<file path="src/hdl/cpseg_div_cell.sv">
module cpseg_div_cell #(
	parameter int NW    = 52,
	parameter int DW    = 35,
	parameter int QB    = 18,
	parameter int SIDE  = 38,
	parameter int SHIFT = 0
) (
	input  logic            clk,
	input  logic            arst_n,
	input  logic            en,
	input  logic            v_i,
	input  logic [NW-1:0]   rx_i,
	input  logic [NW-1:0]   ry_i,
	input  logic [QB-1:0]   qx_i,
	input  logic [QB-1:0]   qy_i,
	input  logic [DW-1:0]   d_i,
	input  logic [SIDE-1:0] side_i,
	output logic            v_o,
	output logic [NW-1:0]   rx_o,
	output logic [NW-1:0]   ry_o,
	output logic [QB-1:0]   qx_o,
	output logic [QB-1:0]   qy_o,
	output logic [DW-1:0]   d_o,
	output logic [SIDE-1:0] side_o
);

	logic [NW-1:0] dsh;
	logic          gex, gey;
	logic          v_q;
	logic [NW-1:0] rx_q, ry_q;
	logic [QB-1:0] qx_q, qy_q;
	logic [DW-1:0] d_q;
	logic [SIDE-1:0] side_q;

	// divisor lined up with this quotient bit
	assign dsh = NW'(d_i) << SHIFT;
	assign gex = rx_i >= dsh;
	assign gey = ry_i >= dsh;

	always_ff @(posedge clk or negedge arst_n) begin
		if (!arst_n) begin
			v_q <= 1'b0;
		end else if (en) begin
			v_q <= v_i;
		end
	end

	always_ff @(posedge clk) begin
		if (en) begin
			rx_q   <= gex ? rx_i - dsh : rx_i;
			ry_q   <= gey ? ry_i - dsh : ry_i;
			qx_q   <= qx_i | (QB'(gex) << SHIFT);
			qy_q   <= qy_i | (QB'(gey) << SHIFT);
			d_q    <= d_i;
			side_q <= side_i;
		end
	end

	assign v_o    = v_q;
	assign rx_o   = rx_q;
	assign ry_o   = ry_q;
	assign qx_o   = qx_q;
	assign qy_o   = qy_q;
	assign d_o    = d_q;
	assign side_o = side_q;

endmodule

</file>
<file path="config.mk">
export PLATFORM = sky130hd
export DESIGN_NAME = cpseg_div_cell
export DESIGN_NICKNAME = d
export VERILOG_FILES = /design/src/hdl/cpseg_div_cell.sv
export SDC_FILE = /design/constraint.sdc
export NUM_CORES = 1
export LEC_CHECK = 0
export BUFFER_PORTS_ARGS = -buffer_cell sky130_fd_sc_hd__buf_2
export CAP_MARGIN = 0
export CORE_UTILIZATION = 41
export CTS_BUF_LIST = sky130_fd_sc_hd__clkbuf_8
export DETAILED_ROUTE_END_ITERATION = 16
export GPL_TIMING_DRIVEN = 0
export HOLD_SLACK_MARGIN = 0.02
export PLACE_DENSITY = 0.7
export SYNTH_ARGS = -nofsm -noshare
export SYNTH_HDL_FRONTEND = slang
export SYNTH_SLANG_ARGS = --single-unit
</file>
<file path="constraint.sdc">
create_clock -name clk -period 1.15 [get_ports clk]
set_clock_uncertainty 0.2 [all_clocks]
set_input_delay 0.0575 -clock clk [delete_from_list [all_inputs] [get_ports clk]]
set_output_delay 0.0575 -clock clk [all_outputs]
set_load 0.05 [all_outputs]
</file>
# Word level (Yosys, flattened, before mapping)

Index checks and enable logic that the tools add are counted.

$add $sub $neg: 2
$lt $le $gt $ge: 2
Multiplexer cells: 2
Bitwise gates (word level): 2

Operators with widths:

| cell                           | number |
|---|---|
| >= comparator 52 x 35 -> 1 bit | 2 |
| two-way mux 52 bit             | 2 |
| subtractor 52 x 35 -> 52 bit   | 2 |
| OR 18 x 1 -> 18 bit            | 2 |

Bits in registers: 214
Output and inout bits: 214
Word-level logic and storage cells: 15

# Longest topological paths before layout

Word-level depth: 2
Mapped depth: 14
Depth with buffers taken out: 11

# Least setup slack after synthesis

OpenSTA, ideal clock, no wires.

Path kind: input-to-reg
From: input port d_i[15]
To: register rx_q[43] (netlist: rx_o[43]) (data pin)
Arrival time: 2553 ps
Data required time: 692 ps
Slack: -1861 ps
Stages on the path: 12
Cells stage by stage: inv_1 ha_1 buf_2 nand2_1 or4_4 nand2b_4 nor4_4 nor4_2 and2_1 buf_6 or4_4 xnor2_2

Cells in the longest elaborated chain, start to end: 2

Ends and longest elaborated chain:

| item                                                                                  | line   | text |
|---|---|---|
| start, declared                                                                       | 16     | `input logic [DW-1:0] d_i,` |
| subtractor 52 x 35 -> 52 bit / >= comparator 52 x 35 -> 1 bit (equally long branches) | 50, 37 |  |
| two-way mux 52 bit (*)                                                                | 50     | `rx_q <= gex ? rx_i - dsh : rx_i;` |
| end signal, assigned                                                                  | 50     |  |
| end, declared                                                                         | 30     | `logic [NW-1:0] rx_q, ry_q;` |

Mark *: on every way between the ends. The rest lies on a longest branch, timed or not.
A chain may end at the register's enable or synchronous reset.

# Worst setup path after layout

From: input port rx_i[36]
To: register rx_q[48] (netlist: rx_o[48]) (data pin)

Cells in the longest elaborated chain, start to end: 2

Ends and longest elaborated chain:

| item                                                                                  | line   | text |
|---|---|---|
| start, declared                                                                       | 12     | `input logic [NW-1:0] rx_i,` |
| subtractor 52 x 35 -> 52 bit / >= comparator 52 x 35 -> 1 bit (equally long branches) | 50, 37 |  |
| two-way mux 52 bit (*)                                                                | 50     |  |

Marks and branches as above.

==> impl_metrics.toml <==
[cells_and_area]
layout.cells.most_common_list = "253 x buf_6, 213 x edfxtp_1, 183 x buf_2"
area_growth_pct = 87.5
nets = 2230
drive_gt1_share_pct = 50.6
final_util_pct = 78.2
final_cells = 2360
final_common_cell = "buf_6"

[synth]
ys_seq_area_share_pct = 51.8
synth_edf_count = 213
synth_cells = 1181
async_flop_share_pct = 0.467
syn_area_um2 = 12400
yosys_warnings = 0
synth_nets = 1470
ys_ff_latch = 214
synth_top_flop_cell = "edfxtp_1"
syn_area_per_cell_um2 = 10.5
synth.distinct_cells = 68

[routing]
drtPass1Iterations = 6
drtIter0Drc = 1394
wl_met2_um = 29600
dr_wl_met3_um = 5950
avgRoutedWirePerCell_um = 25.5
top_layer = "met5"
wirelength_um = 60200
via_per_inst = 5.87
via_count = 13842
drc = 0
m1WireLength_um = 20800
drtAntennaViolNets = 0

[global_route]
overflow = 0
grt_use_total_pct = 33.3
antenna_found_initial = 3
grt_pass1_wl_um = 78000
grt_pass1_vias = 13396
grt_max_degree = 88

[power_and_ir_drop]
powerDensity_nw_per_um2 = 1250
ir_worst_vdd_uv = 1100
p_leak_nw = 9.57
power.total_mw = 29.1

[floorplanning]
die_area_um2 = 30900
core_area_um2 = 29700
row_count = 63
start_util_pct = 41.7
die_y_um = 176
io_pins = 431
die_x_um = 176

[setup_path]
setup.worst_path.end_class = "register"
arrival_ps = 2740
r2r_start = "v_o"
start_kind = "primary input"
crit_start = "rx_i[36]"
rr_endpoint = "v_o"
crit_path_end = "rx_o[48]"
critPathRequiredTime_ps = 1260
crit_fanout = 4
reg2reg_depth = 1
ff2ff_setup_slack_ps = 150
path_class = "in -> reg"

[sta]
hold_violations = 151
setup_viol = 322
slew-limit-headroom_pct = 19.4
worstMarginPinSlew_ps = 1190
fin_ws_ps = -1490
rsz0062_at_grt = "true"
worst_hold_slack_ps = -517
drv_slew = 0
fmax_ghz = 0.379
fin_crit_ps = 2640
period_share_pct = 229

[placed_design]
dpl.cell_count = 2001
port_buffers = 429
dp_hpwl_um = 33000
gp_congestion = 0.917

[min_path]
min_path_type = "in -> reg"
hold_depth = 1

[status]
run_status = "finished, violations left"
violations = "negative hold slack, negative setup slack"

[cts]
cts_buffers = 39
cts_max_level = 2
numClockSinks = 214
cts_root_buf = "clkbuf_8"
cts_tree = "done"
insertion_delay_ps = 550
clk_path_buf_depth = 3
clk_pin_slew_ps = 70

[job]
cap_viol_max_count = 0
[logic make-up (layout without fill, tap and decap cells)]
| logic type | Yosys count | after routing | synth area share [%] |
|---|---|---|---|
| adders and majority gates | 72 | 72 | 7.39 |
| muxes | 3 | 3 | 0.263 |
| AOI/OAI and AO/OA | 328 | 328 | 15.6 |
| other | 0 | 1 | 0 |
| xor gates and xnor gates | 95 | 95 | 6.78 |
| DFF | 214 | 214 | 51.8 |
| and+or+nand+nor | 369 | 369 | 15.0 |
| buffers and inverters | 100 | 888 | 3.16 |
[worst max-delay path, cell delays in order]
cell and delay, ps:
buf_2 130, nor2_1 250, nand2_1 310, or3_1 470, nor4bb_1 1020, o311ai_4 280, xnor2_1 230
[flip-flops by register name (all words and copies together) (netlist names)]
| signal | cells |
|---|---|
| qy_o | 18 |
| side_o | 38 |
| ry_o | 52 |
| d_o | 35 |
| qx_o | 18 |
| v_o | 1 |
| rx_o | 52 |
[final cells by class]
class,count,area (um2)
inverters,55,334
multi-input cells,867,7980
well taps,390,488
fillers,1690,6480
flip-flops and latches,214,6420
clock inverters,30,193
repair buffers,734,6830
plain buffers,30,448
clock buffers,39,537
diodes,1,2.50
[synth_stat cells, types with 6 or more instances]
library cell	n	area (um2)
nor3_1	21	105
buf_2	7	35.0
o31ai_1	6	45.0
xor2_1	51	447
inv_1	55	206
o21bai_1	10	75.1
nor2_1	60	225
o211ai_1	11	82.6
nand3b_1	7	52.6
nand2_1	144	541
a211oi_1	10	75.1
nand2b_1	19	119
a31oi_1	9	56.3
a21o_1	18	135
edfxtp_1	213	6400
or3_1	8	50.1
nand4_1	29	181
nor4_1	22	138
nor2b_1	12	75.1
or4_1	6	45.0
a21oi_1	94	470
clkbuf_1	35	131
ha_1	70	876
nand3_1	12	60.1
xnor2_1	43	377
o21ai_0	126	631
o21a_1	10	75.1
[worst min path at each step]
stage	to	start	slack, ps
floorplan	v_o	arst_n	-440
global placement	v_o	arst_n	-370
detailed placement	v_o	arst_n	-370
CTS	d_o[12]	d_i[12]	-540
global route	d_o[13]	d_i[13]	-530
finish	d_o[21]	d_i[21]	-520
[metrics by stage]
stage               area (um2)  TNS (ps)  worst slack (ps)
global route             23200   -181040             -1500
finish                   23200   -170880             -1490
floorplan                13200   -140110             -1540
global placement         15800   -847700             -3220
CTS                      21500   -166160             -1270
detailed placement       15800   -290370             -2180
[layer usage]
metal	GRT usage, %	up-vias
li1	-	5965
met1	38.8	6637
met2	56.5	982
met3	8.92	254
met4	16.2	4
met5	0	-
[report_power, final]
group | leakage, nW | internal (mW) | switching [mW]
Clock | 0.420 | 3.65 | 3.74
Sequential | 2.10 | 9.67 | 0.497
Combinational | 7.06 | 4.52 | 6.98
[what timing repair did]
action	CTS	global route
resized for setup	804	257
pin swaps	110	89
buffers inserted	65	56
endpoints found under the hold margin	300	179
hold buffers	146	37
endpoints found under the setup margin	436	329
cloned	12	1
No activity file was read; power rests on OpenSTA's default activity.
